==> src/design/t1_block_receive_check_unit_defines.svh <==
// Assertion macros for the T=1 block receive checker.
// Used by the top level; depends on nothing else.
`ifndef T1_BLOCK_RECEIVE_CHECK_UNIT_DEFINES_SVH
`define T1_BLOCK_RECEIVE_CHECK_UNIT_DEFINES_SVH

// Same-cycle implication, disabled while reset is asserted.
`define T1BRC_ASSERT_SAME(lbl, ck, rstn, ante, cons, msg) \
	lbl: assert property (@(posedge ck) disable iff (!rstn) (ante) |-> (cons)) \
		else $error(msg);

// Next-cycle implication, disabled while reset is asserted.
`define T1BRC_ASSERT_NEXT(lbl, ck, rstn, ante, cons, msg) \
	lbl: assert property (@(posedge ck) disable iff (!rstn) (ante) |=> (cons)) \
		else $error(msg);

`endif

==> src/design/t1brc_pkg.sv <==
// Shared types and constants of the T=1 block receive checker.
// No dependencies; imported by every module of the block.
package t1brc_pkg;

	localparam int unsigned CHECK_BYTES = 1;
	localparam int unsigned HDR_BYTES   = 3;
	localparam int unsigned CNT_W       = 9;
	localparam logic [CNT_W-1:0] MAX_COUNT = CNT_W'(HDR_BYTES + 255 + CHECK_BYTES);

	// Byte positions inside a block
	localparam logic [CNT_W-1:0] POS_NAD  = CNT_W'(0);
	localparam logic [CNT_W-1:0] POS_PCB  = CNT_W'(1);
	localparam logic [CNT_W-1:0] POS_LEN  = CNT_W'(2);
	localparam logic [CNT_W-1:0] POS_INFO = CNT_W'(3);

	// PCB classes and codes
	localparam logic [7:0] PCB_TYPE_MASK  = 8'hC0;
	localparam logic [7:0] PCB_TYPE_S     = 8'hC0;
	localparam logic [7:0] PCB_TYPE_R     = 8'h80;
	localparam logic [7:0] PCB_R_RSVD     = 8'h2C;
	localparam logic [7:0] PCB_RESYNC_REQ = 8'hC0;
	localparam logic [7:0] PCB_IFS_REQ    = 8'hC1;
	localparam logic [7:0] PCB_ABORT_REQ  = 8'hC2;
	localparam logic [7:0] PCB_WTX_REQ    = 8'hC3;
	localparam logic [7:0] PCB_RESYNC_RSP = 8'hE0;
	localparam logic [7:0] PCB_IFS_RSP    = 8'hE1;
	localparam logic [7:0] PCB_ABORT_RSP  = 8'hE2;
	localparam logic [7:0] PCB_WTX_RSP    = 8'hE3;

	localparam logic [7:0] LEN_MUTE = 8'hFF;
	localparam logic [7:0] IFS_MIN  = 8'h10;
	localparam logic [7:0] IFS_MAX  = 8'hFE;

	// Input transaction kinds
	localparam logic REQ_BYTE   = 1'b0;
	localparam logic REQ_RXFAIL = 1'b1;

	// Register map (word index)
	localparam logic REG_SENT_PCB    = 1'b0;
	localparam logic REG_FIRST_BLOCK = 1'b1;

	typedef enum logic [3:0] {
		ST_OK      = 4'd0,
		ST_PARITY  = 4'd1,
		ST_RXFAIL  = 4'd2,
		ST_MUTE    = 4'd3,
		ST_OTHER   = 4'd4,
		ST_LRC     = 4'd5,
		ST_NAD     = 4'd6,
		ST_BADLEN  = 4'd7,
		ST_IFSC    = 4'd8,
		ST_INVALID = 4'd9
	} status_t;

	// Per-block capture state
	typedef struct packed {
		logic [CNT_W-1:0] count;
		logic [7:0]       lrc;
		logic [7:0]       nad;
		logic [7:0]       pcb;
		logic [7:0]       len;
		logic [7:0]       info;
		logic             parity;
	} blk_t;

endpackage

==> src/design/t1brc_acc.sv <==
// Block accumulator: header capture, byte count and running XOR.
// Depends on t1brc_pkg.
module t1brc_acc import t1brc_pkg::*; (
	input  logic       clk,
	input  logic       arst_n,
	input  logic       step,
	input  logic       req_type,
	input  logic [7:0] rx_byte,
	input  logic       parity_error,
	output blk_t       blk_cur,
	output blk_t       blk_nxt,
	output logic       blk_last
);

	blk_t blk_q;

	always_comb begin
		blk_nxt        = blk_q;
		blk_nxt.count  = blk_q.count + CNT_W'(1);
		blk_nxt.lrc    = blk_q.lrc ^ rx_byte;
		blk_nxt.parity = blk_q.parity | parity_error;
		case (blk_q.count)
			POS_NAD: blk_nxt.nad = rx_byte;
			POS_PCB: blk_nxt.pcb = rx_byte;
			POS_LEN: blk_nxt.len = rx_byte;
			POS_INFO: begin
				if (blk_q.len != 8'h00) begin
					blk_nxt.info = rx_byte;
				end
			end
			default: ;
		endcase
	end

	// Block ends when the count reaches header + LEN + check bytes
	assign blk_last = (blk_nxt.count >= CNT_W'(HDR_BYTES)) &&
		(blk_nxt.count == (CNT_W'(blk_nxt.len) + CNT_W'(HDR_BYTES + CHECK_BYTES)));

	always_ff @(posedge clk or negedge arst_n) begin
		if (!arst_n) begin
			blk_q <= '0;
		end else if (step) begin
			if (req_type == REQ_RXFAIL || blk_last) begin
				blk_q <= '0;
			end else begin
				blk_q <= blk_nxt;
			end
		end
	end

	assign blk_cur = blk_q;

endmodule

==> src/design/t1brc_eval.sv <==
// Block status evaluation for a completed T=1 block.
// Depends on t1brc_pkg.
module t1brc_eval import t1brc_pkg::*; (
	input  blk_t       blk,
	input  logic [7:0] sent_pcb,
	input  logic       first_block,
	output status_t    status
);

	logic    sent_s;
	status_t s_status;

	assign sent_s = (sent_pcb & PCB_TYPE_MASK) == PCB_TYPE_S;

	always_comb begin
		case (blk.pcb)
			PCB_WTX_REQ: s_status = (blk.len != 8'd1) ? ST_BADLEN : ST_OK;
			PCB_IFS_REQ: begin
				if (blk.len != 8'd1) begin
					s_status = ST_BADLEN;
				end else if (blk.info < IFS_MIN || blk.info > IFS_MAX) begin
					s_status = ST_IFSC;
				end else begin
					s_status = ST_OK;
				end
			end
			PCB_RESYNC_REQ, PCB_ABORT_REQ: s_status = (blk.len != 8'd0) ? ST_OTHER : ST_OK;
			PCB_WTX_RSP, PCB_IFS_RSP: begin
				if (blk.len != 8'd1) begin
					s_status = ST_BADLEN;
				end else begin
					s_status = sent_s ? ST_OK : ST_INVALID;
				end
			end
			PCB_RESYNC_RSP, PCB_ABORT_RSP: begin
				if (blk.len != 8'd0) begin
					s_status = ST_BADLEN;
				end else begin
					s_status = sent_s ? ST_OK : ST_INVALID;
				end
			end
			default: s_status = ST_INVALID;
		endcase
	end

	// Priority: parity, NAD, mute, LRC, then block-type rules
	always_comb begin
		if (blk.parity) begin
			status = ST_PARITY;
		end else if (blk.nad != 8'h00) begin
			status = ST_NAD;
		end else if (blk.len == LEN_MUTE) begin
			status = (first_block && blk.pcb[7]) ? ST_OTHER : ST_MUTE;
		end else if (blk.lrc != 8'h00) begin
			status = ST_LRC;
		end else if ((blk.pcb & PCB_TYPE_MASK) == PCB_TYPE_S) begin
			status = s_status;
		end else if ((blk.pcb & PCB_TYPE_MASK) == PCB_TYPE_R) begin
			if (blk.len != 8'h00) begin
				status = ST_BADLEN;
			end else if ((blk.pcb & PCB_R_RSVD) != 8'h00) begin
				status = ST_INVALID;
			end else begin
				status = ST_OK;
			end
		end else begin
			status = ST_OK;
		end
	end

endmodule

==> src/design/t1_block_receive_check_unit.sv <==
// T=1 block receive checker, top level: stream ports, APB registers, pipeline.
// Depends on t1brc_pkg, t1brc_acc, t1brc_eval and the assertion header.
//
// Usage:
//   Feed the bytes of a block received from the card on the s_ stream, one
//   transaction per byte (tdata = byte, tuser = kind and parity flag). A
//   receive failure (timeout and the like) is a transaction with the kind bit
//   set; its byte is ignored. One status transaction leaves on the m_ stream
//   when the last byte of a block (3 + LEN + 1) arrives or on a failure;
//   other bytes give no output.
//   A byte taken is evaluated in the input register and its status is
//   registered in the output register on m_tdata. Throughput: one byte per cycle
//   while no result is held back, with a single-pass check between the registers.
//   The input register keeps moving while a status waits, as long as it
//   holds no failure and no byte that ends a block; such a transaction waits
//   for the output register to drain, and s_tready drops behind it.
//   Reset clears the block state, both registers and the config registers
//   (sent_pcb = 0, first_block = 0). Write config only while idle.
//   Registers: 0x0 sent_pcb[7:0], 0x4 first_block[0].
module t1_block_receive_check_unit import t1brc_pkg::*; (
	input  logic        clk,
	input  logic        arst_n,
	// input stream
	input  logic        s_tvalid,
	output logic        s_tready,
	input  logic [7:0]  s_tdata,   // [7:0] rx_byte
	input  logic [1:0]  s_tuser,   // [0] req_type, [1] parity_error
	// result stream
	output logic        m_tvalid,
	input  logic        m_tready,
	output logic [39:0] m_tdata,   // [3:0] status, [11:4] block_pcb, [19:12] block_len,
	                               // [27:20] info_first, [36:28] bytes_received, [39:37] zero
	// configuration
	input  logic        psel,
	input  logic        penable,
	input  logic        pwrite,
	input  logic [2:0]  paddr,
	input  logic [31:0] pwdata,
	output logic [31:0] prdata,
	output logic        pready
);

`include "t1_block_receive_check_unit_defines.svh"

	// Config registers
	logic [7:0] sent_pcb_q;
	logic       first_block_q;
	logic       cfg_wr;

	assign pready = 1'b1;
	assign cfg_wr = psel && penable && pwrite && pready;

	always_ff @(posedge clk or negedge arst_n) begin
		if (!arst_n) begin
			sent_pcb_q    <= '0;
			first_block_q <= 1'b0;
		end else if (cfg_wr) begin
			case (paddr[2])
				REG_SENT_PCB:    sent_pcb_q    <= pwdata[7:0];
				REG_FIRST_BLOCK: first_block_q <= pwdata[0];
				default: ;
			endcase
		end
	end

	always_comb begin
		case (paddr[2])
			REG_SENT_PCB:    prdata = {24'h0, sent_pcb_q};
			REG_FIRST_BLOCK: prdata = {31'h0, first_block_q};
			default:         prdata = '0;
		endcase
	end

	// Input register
	logic       valid_s1;
	logic       req_s1;
	logic [7:0] byte_s1;
	logic       perr_s1;
	logic       adv_s1;
	logic       emit_s1;

	// Output register
	logic             valid_s2;
	status_t          status_s2;
	logic [7:0]       pcb_s2;
	logic [7:0]       len_s2;
	logic [7:0]       info_s2;
	logic [CNT_W-1:0] count_s2;

	blk_t    blk_cur;
	blk_t    blk_nxt;
	logic    blk_last;
	status_t blk_status;

	// Advance unless this transaction makes a result and the output holds one that is not taken
	assign emit_s1  = (req_s1 == REQ_RXFAIL) || blk_last;
	assign adv_s1   = valid_s1 && (!emit_s1 || !valid_s2 || m_tready);
	assign s_tready = !valid_s1 || adv_s1;

	always_ff @(posedge clk or negedge arst_n) begin
		if (!arst_n) begin
			valid_s1 <= 1'b0;
		end else if (s_tready) begin
			valid_s1 <= s_tvalid;
		end
	end

	always_ff @(posedge clk) begin
		if (s_tvalid && s_tready) begin
			req_s1  <= s_tuser[0];
			perr_s1 <= s_tuser[1];
			byte_s1 <= s_tdata;
		end
	end

	t1brc_acc u_acc (
		.clk          (clk),
		.arst_n       (arst_n),
		.step         (adv_s1),
		.req_type     (req_s1),
		.rx_byte      (byte_s1),
		.parity_error (perr_s1),
		.blk_cur      (blk_cur),
		.blk_nxt      (blk_nxt),
		.blk_last     (blk_last)
	);

	t1brc_eval u_eval (
		.blk         (blk_nxt),
		.sent_pcb    (sent_pcb_q),
		.first_block (first_block_q),
		.status      (blk_status)
	);

	always_ff @(posedge clk or negedge arst_n) begin
		if (!arst_n) begin
			valid_s2 <= 1'b0;
		end else if (adv_s1 && emit_s1) begin
			valid_s2 <= 1'b1;
		end else if (m_tready) begin
			valid_s2 <= 1'b0;
		end
	end

	// A failure reports the state held so far; a block end reports it with the last byte
	always_ff @(posedge clk) begin
		if (adv_s1 && emit_s1) begin
			if (req_s1 == REQ_RXFAIL) begin
				status_s2 <= ST_RXFAIL;
				pcb_s2    <= blk_cur.pcb;
				len_s2    <= blk_cur.len;
				info_s2   <= blk_cur.info;
				count_s2  <= blk_cur.count;
			end else begin
				status_s2 <= blk_status;
				pcb_s2    <= blk_nxt.pcb;
				len_s2    <= blk_nxt.len;
				info_s2   <= blk_nxt.info;
				count_s2  <= blk_nxt.count;
			end
		end
	end

	assign m_tvalid = valid_s2;
	assign m_tdata  = {3'b000, count_s2, info_s2, len_s2, pcb_s2, status_s2};

	`T1BRC_ASSERT_SAME(a_count_bound, clk, arst_n, 1'b1, blk_cur.count <= MAX_COUNT,
		"block byte count beyond the longest block")
	`T1BRC_ASSERT_NEXT(a_clear_after_emit, clk, arst_n, adv_s1 && emit_s1,
		blk_cur.count == '0 && blk_cur.lrc == 8'h00 && m_tvalid,
		"block state not cleared or result missing after block end")
	`T1BRC_ASSERT_NEXT(a_rxfail_status, clk, arst_n, adv_s1 && req_s1 == REQ_RXFAIL,
		m_tdata[3:0] == ST_RXFAIL, "receive failure did not report rx fail")
	`T1BRC_ASSERT_SAME(a_stall_only_on_result, clk, arst_n, valid_s1 && !adv_s1,
		emit_s1 && valid_s2 && !m_tready, "input register stalled without a blocked result")

endmodule

==> config.mk <==
export PLATFORM = sky130hd
export DESIGN_NAME = t1_block_receive_check_unit
export DESIGN_NICKNAME = d
export VERILOG_FILES = /design/src/design/t1brc_pkg.sv /design/src/design/t1brc_acc.sv /design/src/design/t1brc_eval.sv /design/src/design/t1_block_receive_check_unit.sv
export VERILOG_INCLUDE_DIRS = /design/src /design/src/design
export SDC_FILE = /design/constraint.sdc
export NUM_CORES = 1
export LEC_CHECK = 0
export BUFFER_PORTS_ARGS = -buffer_cell sky130_fd_sc_hd__buf_2
export CORE_ASPECT_RATIO = 1.1
export CORE_MARGIN = 1.5
export CORE_UTILIZATION = 35
export DETAILED_ROUTE_END_ITERATION = 10
export PLACE_DENSITY_LB_ADDON = 0.2
export RECOVER_POWER = 50
export SYNTH_ARGS = -nofsm -noshare
export SYNTH_HDL_FRONTEND = slang
export SYNTH_SLANG_ARGS = --single-unit
==> constraint.sdc <==
create_clock -name clk -period 6.7 [get_ports clk]
set_clock_uncertainty 0.1 [all_clocks]
set_input_delay 1.005 -clock clk [delete_from_list [all_inputs] [get_ports clk]]
set_output_delay 1.005 -clock clk [all_outputs]
set_load 0.01 [all_outputs]
==> results.yml, run 1 <==
status:
  status: "complete, but fails checks"
  violations: "max-capacitance violations, max-slew violations"
power_and_ir_drop:
  leakagePower_uw: 0.00276
  power.density_mw_per_mm2: 306
  vdd_drop_max_v: 0.000133
  power_uw: 2030
floorplan:
  die_w_um: 128
  dieArea_sq_mm: 0.0179
  dieHeight_um: 140
  start_util_pct: 36.1
  io_pins: 127
  row_count: 49
  core_area_sq_mm: 0.0166
placed_design:
  dpl_cell_area_sq_mm: 0.00642
  gp_congestion: 0.909
  dp_hpwl_um: 10900
  pre_cts_slack_ns: 1.12
  dp_cells: 804
  io_buffers: 72
synth:
  synth_most_common_cell: "dfrtp_1"
  synthTopCellsByCount: "dfrtp_1 (61), edfxtp_1 (47), nand2_1 (43)"
  ys.warnings.count: 0
  synth-seq-cells: 108
  netlist_instances: 553
  synth.distinct_cells: 68
  syn-mean-instance-area_sq_um: 10.8
  postSynth.asyncResetShare_pct: 56.5
  synthFlopType: "dfrtp_1"
  yosys.area.top_type: "dfrtp_1"
  synth_edf_count: 47
  synth_area_sq_mm: 0.00598
  ys_seq_area_share_pct: 49.1
  synth_top_area_share_pct: 25.5
  synth.area.top_cells: "dfrtp_1 (26%), edfxtp_1 (24%), mux2_2 (5.5%)"
route:
  routed_wl_um: 15300
  drc: 0
  ant_nets: 0
  wl_met1_um: 7180
  route.met2.wl_um: 6770
  post_drt_wl_per_cell_um: 18.6
  post_drt_via_cell_ratio: 5.53
  vias: 4532
  dr_wl_met3_um: 930
  drt_pass1_iterations: 5
  top_layer: "met4"
  drt_iter0_markers: 330
worst_setup_path:
  regToRegStartpoint: "u_acc.blk_cur[41]"
  critPathKind: "register to primary output"
  start_kind: "register"
  worstPathRequired_ns: 5.59
  cp_max_fo: 13
  rrSetupSlack_ns: 1.32
  critPathArrivalTime_ns: 4.94
  end_kind: "primary output"
  r2r_cells: 15
  reg2reg_to: "u_acc.blk_cur[6]"
hold_path:
  hold_path.startpoint: "u_acc.blk_cur[38]"
  min_path_type: "register to register"
  holdPathStages: 1
  hold_path_end: "u_acc.blk_cur[38]"
clocking:
  cts_setup_buffers: 0
  postCtsHoldBufs: 0
  htree_levels: 3
  cts_resized: 0
  ctsLongestPathBuffers: 2
  insertion_delay_ns: 0.36
  cts_tree: "done"
  clockRootBuffer: "clkbuf_16"
  cts_buffers: 9
  clk_pin_slew_worst_paths_ns: 0.07
  numClockSinks: 108
sta:
  fin_ws_ns: 0.656
  finalCritPeriodShare_pct: 90.2
  final_max_slew_viol_count: 62
  setup_viol: 0
  tns_ns: 0
  post-route-min-period_ns: 6.04
  slew_headroom_pct: -137
  clock.fmax_mhz: 165
  worstMarginPinSlew_ns: 3.55
  finalHoldViolCount: 0
  rsz0062_at_grt: "no"
global_route:
  grt_max_degree: 62
  grt_first_pass_wirelength_um: 24400
  antenna_found_initial: 0
  grt_use_total_pct: 17.6
  overflow: 0
  grt_pass1_vias: 4300
final_layout:
  final_area_sq_mm: 0.00665
  num_antenna_cells: 0
  stdcell_count: 820
  drive_gt1_share_pct: 15.7
  syn_to_final_growth_pct: 11.1
  nets: 669
job:
  cap_violations: 1
## layer usage
metal  global-route usage, %  up-vias
li1                        -     2133
met1                    24.4     2203
met2                    26.9      173
met3                    2.71       23
met4                    8.63        0
met5                       0        -
## metrics by stage
step	hold slack (ns)	utilization, %
2_1_floorplan	0.371	-
3_3_place_gp	0.380	38.8
3_5_place_dp	0.385	38.8
4_1_cts	0.395	40.5
5_1_grt	0.401	40.1
6_report	0.392	40.1
## sequential cells by signal, indices dropped and copies added (netlist names)
register,cells
count_s2,9
sent_pcb_q,8
valid_s1,1
status_s2,4
pcb_s2,8
len_s2,8
u_acc.blk_cur,50
m_tvalid,1
first_block_q,1
info_s2,8
perr_s1,1
byte_s1,8
req_s1,1
## placed cells by master, fill, tap and decap left out, types with 8 or more instances in the layout
cell	n
conb_1	28
xnor2_1	20
buf_2	33
mux2i_1	10
dfrtp_1	61
nand4_1	10
a21oi_1	18
mux2_2	29
a32o_1	8
nand3_1	15
a21o_1	12
nor3_1	18
edfxtp_1	47
nor2_1	24
xor2_1	8
inv_1	16
clkbuf_1	41
clkbuf_16	9
a22o_1	18
nor2b_1	8
o21ai_0	16
nand2_1	43
## layout make-up
class / instances / area, sq um
Timing Repair Buffer: 80 / 364
Clock inverter: 7 / 56.3
Fill cell: 1653 / 9910
Inverter: 18 / 68.8
Sequential cell: 108 / 2940
Multi-Input combinational cell: 394 / 2740
Clock buffer: 9 / 225
Tap cell: 204 / 255
## kinds of logic (layout without fill, tap and decap cells)
logic type               after synthesis  in the layout  share of synthesized area, %
AND/OR/NAND/NOR                      158            158                          13.8
AO/OA/AOI/OAI                        132            132                          16.5
flip-flops                           108            108                          49.1
buffers and inverters                 77            114                          6.90
multiplexers                          40             40                          7.36
XOR/XNOR                              30             30                          4.85
adder cells (fa/ha/maj)                6              6                          1.26
other                                  2             28                         0.126
## report_power, final
part / switching (uW) / internal, uW / total [uW] / leakage, uW
combinational: 365 / 248 / 613 / 0.00137
sequential: 102 / 804 / 907 / 0.00126
clock: 256 / 257 / 513 / 0.000133
## worst max-delay path, cell delays in order (launching register included)
cell	delay [ns]
dfrtp_1	0.49
inv_1	0.20
ha_1	0.20
nor4b_2	0.53
nand2_1	0.40
a21oi_1	0.35
clkinv_2	0.15
ha_1	0.29
xnor2_1	0.16
xnor2_1	0.15
xnor2_1	0.13
or4_4	0.53
o31a_1	0.42
or3_1	0.41
buf_2	0.17
## worst max-delay path by stage
stage	startpoint	end	slack (ns)	cells after the start
final	u_acc.blk_cur[41]	s_tready	0.66	14
after detailed placement	u_acc.blk_cur[41]	s_tready	1.12	14
after floorplan	u_acc.blk_cur[41]	count_s2[0]	0.09	16
after global placement	u_acc.blk_cur[41]	s_tready	1.09	14
after CTS	u_acc.blk_cur[41]	s_tready	0.70	14
after global routing	u_acc.blk_cur[41]	s_tready	0.40	14
Note: power is estimated with default switching activity, not from simulation.
==> run 2, diff against run 1 <==
PLACE_DENSITY_LB_ADDON = 0.08   (was 0.2)
==> results.yml, run 2 (same netlist as run 1, synthesis figures left out) <==
worst_setup_path:
  cp_num_buf_inv: 4
  crit_slowest_cell: "or4_4"
  cp_max_fo: 13
  critPathArrivalTime_ns: 4.80
  reg2reg_to: "u_acc.blk_cur[6]"
  rrSetupSlack_ns: 1.67
  path_delay_family: "simple AND/OR/NAND/NOR gates"
  crit_chain: "inv_1, ha_1, nor4b_2, nand2_1, buf_4, a21oi_1, clkinv_2, ha_1, xnor2_1, xnor2_1, xnor2_1, or4_4, o31a_1, or3_1, buf_2"
  worstPathRequired_ns: 5.59
  start_kind: "register"
  r2r_cells: 15
  critPathKind: "register to primary output"
  critPathMostFrequentCell: "xnor2_1"
  regToRegStartpoint: "u_acc.blk_cur[41]"
  slowest_delay_ns: 0.53
  end_kind: "primary output"
hold_path:
  hold_path_end: "u_acc.blk_cur[38]"
  holdPathStages: 1
  hold_path.startpoint: "u_acc.blk_cur[38]"
  min_path_type: "register to register"
floorplan:
  die_w_um: 128
  core_area_sq_mm: 0.0166
  dieArea_sq_mm: 0.0179
  start_util_pct: 36.1
  row_count: 49
  dieHeight_um: 140
  io_pins: 127
clocking:
  cts_buffers: 9
  ctsLongestPathBuffers: 2
  htree_levels: 3
  cts_resized: 0
  clk_pin_slew_worst_paths_ns: 0.08
  cts_setup_buffers: 0
  clockRootBuffer: "clkbuf_16"
  insertion_delay_ns: 0.36
  postCtsHoldBufs: 0
  cts_tree: "done"
  numClockSinks: 108
sta:
  rsz0062_at_grt: "no"
  finalCritPeriodShare_pct: 88.1
  setup_viol: 0
  finalHoldViolCount: 0
  final_max_slew_viol_count: 62
  slew_headroom_pct: -137
  post-route-min-period_ns: 5.91
  clock.fmax_mhz: 169
  worstMarginPinSlew_ns: 3.55
  tns_ns: 0
final_layout:
  drive_gt1_share_pct: 15.9
  syn_to_final_growth_pct: 11.4
  largest_reg_flops: 50
  nets: 669
  nFillCells: 1653
  num_antenna_cells: 0
  largestRegisters: "u_acc.blk_cur: 50 flops, count_s2: 9 flops"
  final_common_cell: "dfrtp_1"
  top_register: "u_acc.blk_cur"
  layout_common_cells: "dfrtp_1 (61), edfxtp_1 (47), nand2_1 (43), clkbuf_1 (41), buf_2 (33)"
status:
  violations: "max-capacitance violations, max-slew violations"
  status: "complete, but fails checks"
placed_design:
  io_buffers: 72
  gp_congestion: 0.854
  dp_hpwl_um: 11100
power_and_ir_drop:
  vdd_drop_max_v: 0.000135
  power.density_mw_per_mm2: 313
  leakagePower_uw: 0.00277
  power_uw: 2080
global_route:
  grt_use_total_pct: 18.6
  overflow: 0
  grt_first_pass_wirelength_um: 25400
  antenna_found_initial: 0
  grt_max_degree: 62
  grt_pass1_vias: 4392
route:
  drc: 0
  vias: 4530
  ant_nets: 0
  drt_pass1_iterations: 5
  post_drt_wl_per_cell_um: 19.7
  drt_iter0_markers: 336
  routed_wl_um: 16200
  post_drt_via_cell_ratio: 5.52
job:
  cap_violations: 1
==> run 2: worst max-delay path by stage <==
| stage | start | endpoint | slack (ns) | depth (start not counted) |
|---|---|---|---|---|
| global route | u_acc.blk_cur[41] | s_tready | 0.49 | 16 |
| CTS | u_acc.blk_cur[41] | s_tready | 0.80 | 15 |
| global placement | u_acc.blk_cur[41] | s_tready | 1.24 | 15 |
| floorplan | u_acc.blk_cur[41] | count_s2[0] | 0.09 | 16 |
| finish | u_acc.blk_cur[41] | s_tready | 0.79 | 15 |
| detailed placement | u_acc.blk_cur[41] | s_tready | 1.22 | 15 |
==> run 2: cell type report <==
class,instances,area (sq um),area share (%)
inverter,18,68.8,1.03
tap,204,255,3.83
clock buffer,9,225,3.38
sequential,108,2940,44.1
timing repair buffer,80,364,5.46
multi-input combinational,394,2740,41.1
clock inverter,7,73.8,1.11
==> run 2: through the flow <==
stage / cells / util (%) / setup WS [ns] / hold WS (ns) / instance area, sq um
after floorplan: 579 / - / 0.0898 / 0.371 / 6080
after global placement: 804 / 38.8 / 1.24 / 0.381 / 6420
after detailed placement: 804 / 38.8 / 1.22 / 0.385 / 6420
after CTS: 820 / 40.6 / 0.801 / 0.396 / 6720
after global routing: 820 / 40.3 / 0.487 / 0.404 / 6660
final: 820 / 40.3 / 0.795 / 0.392 / 6660
==> run 2: metal layers <==
layer  wire (um)  vias to the layer above  GRT usage (%)
li1            -                     2128              -
met1        7650                     2231           26.5
met2        7240                      154           28.4
met3         988                       17           3.17
met4         304                        0           6.92
met5           0                        -              0
==> run 2: report_power, final <==
part	leakage [uW]	internal (uW)	switching, uW
Clock	0.000146	292	262
Sequential	0.00126	804	103
Combinational	0.00137	250	372
==> run 2: worst reg2reg max path, stage by stage (launching register included) <==
cell	delay, ns
dfrtp_1	0.50
inv_1	0.22
ha_1	0.22
nor4b_2	0.52
nand2_1	0.11
buf_4	0.20
a21oi_1	0.25
clkinv_2	0.16
ha_1	0.29
xnor2_1	0.16
xnor2_1	0.15
xnor2_1	0.13
or4_4	0.53
o31a_2	0.65
a221o_1	0.53
a22o_1	0.22
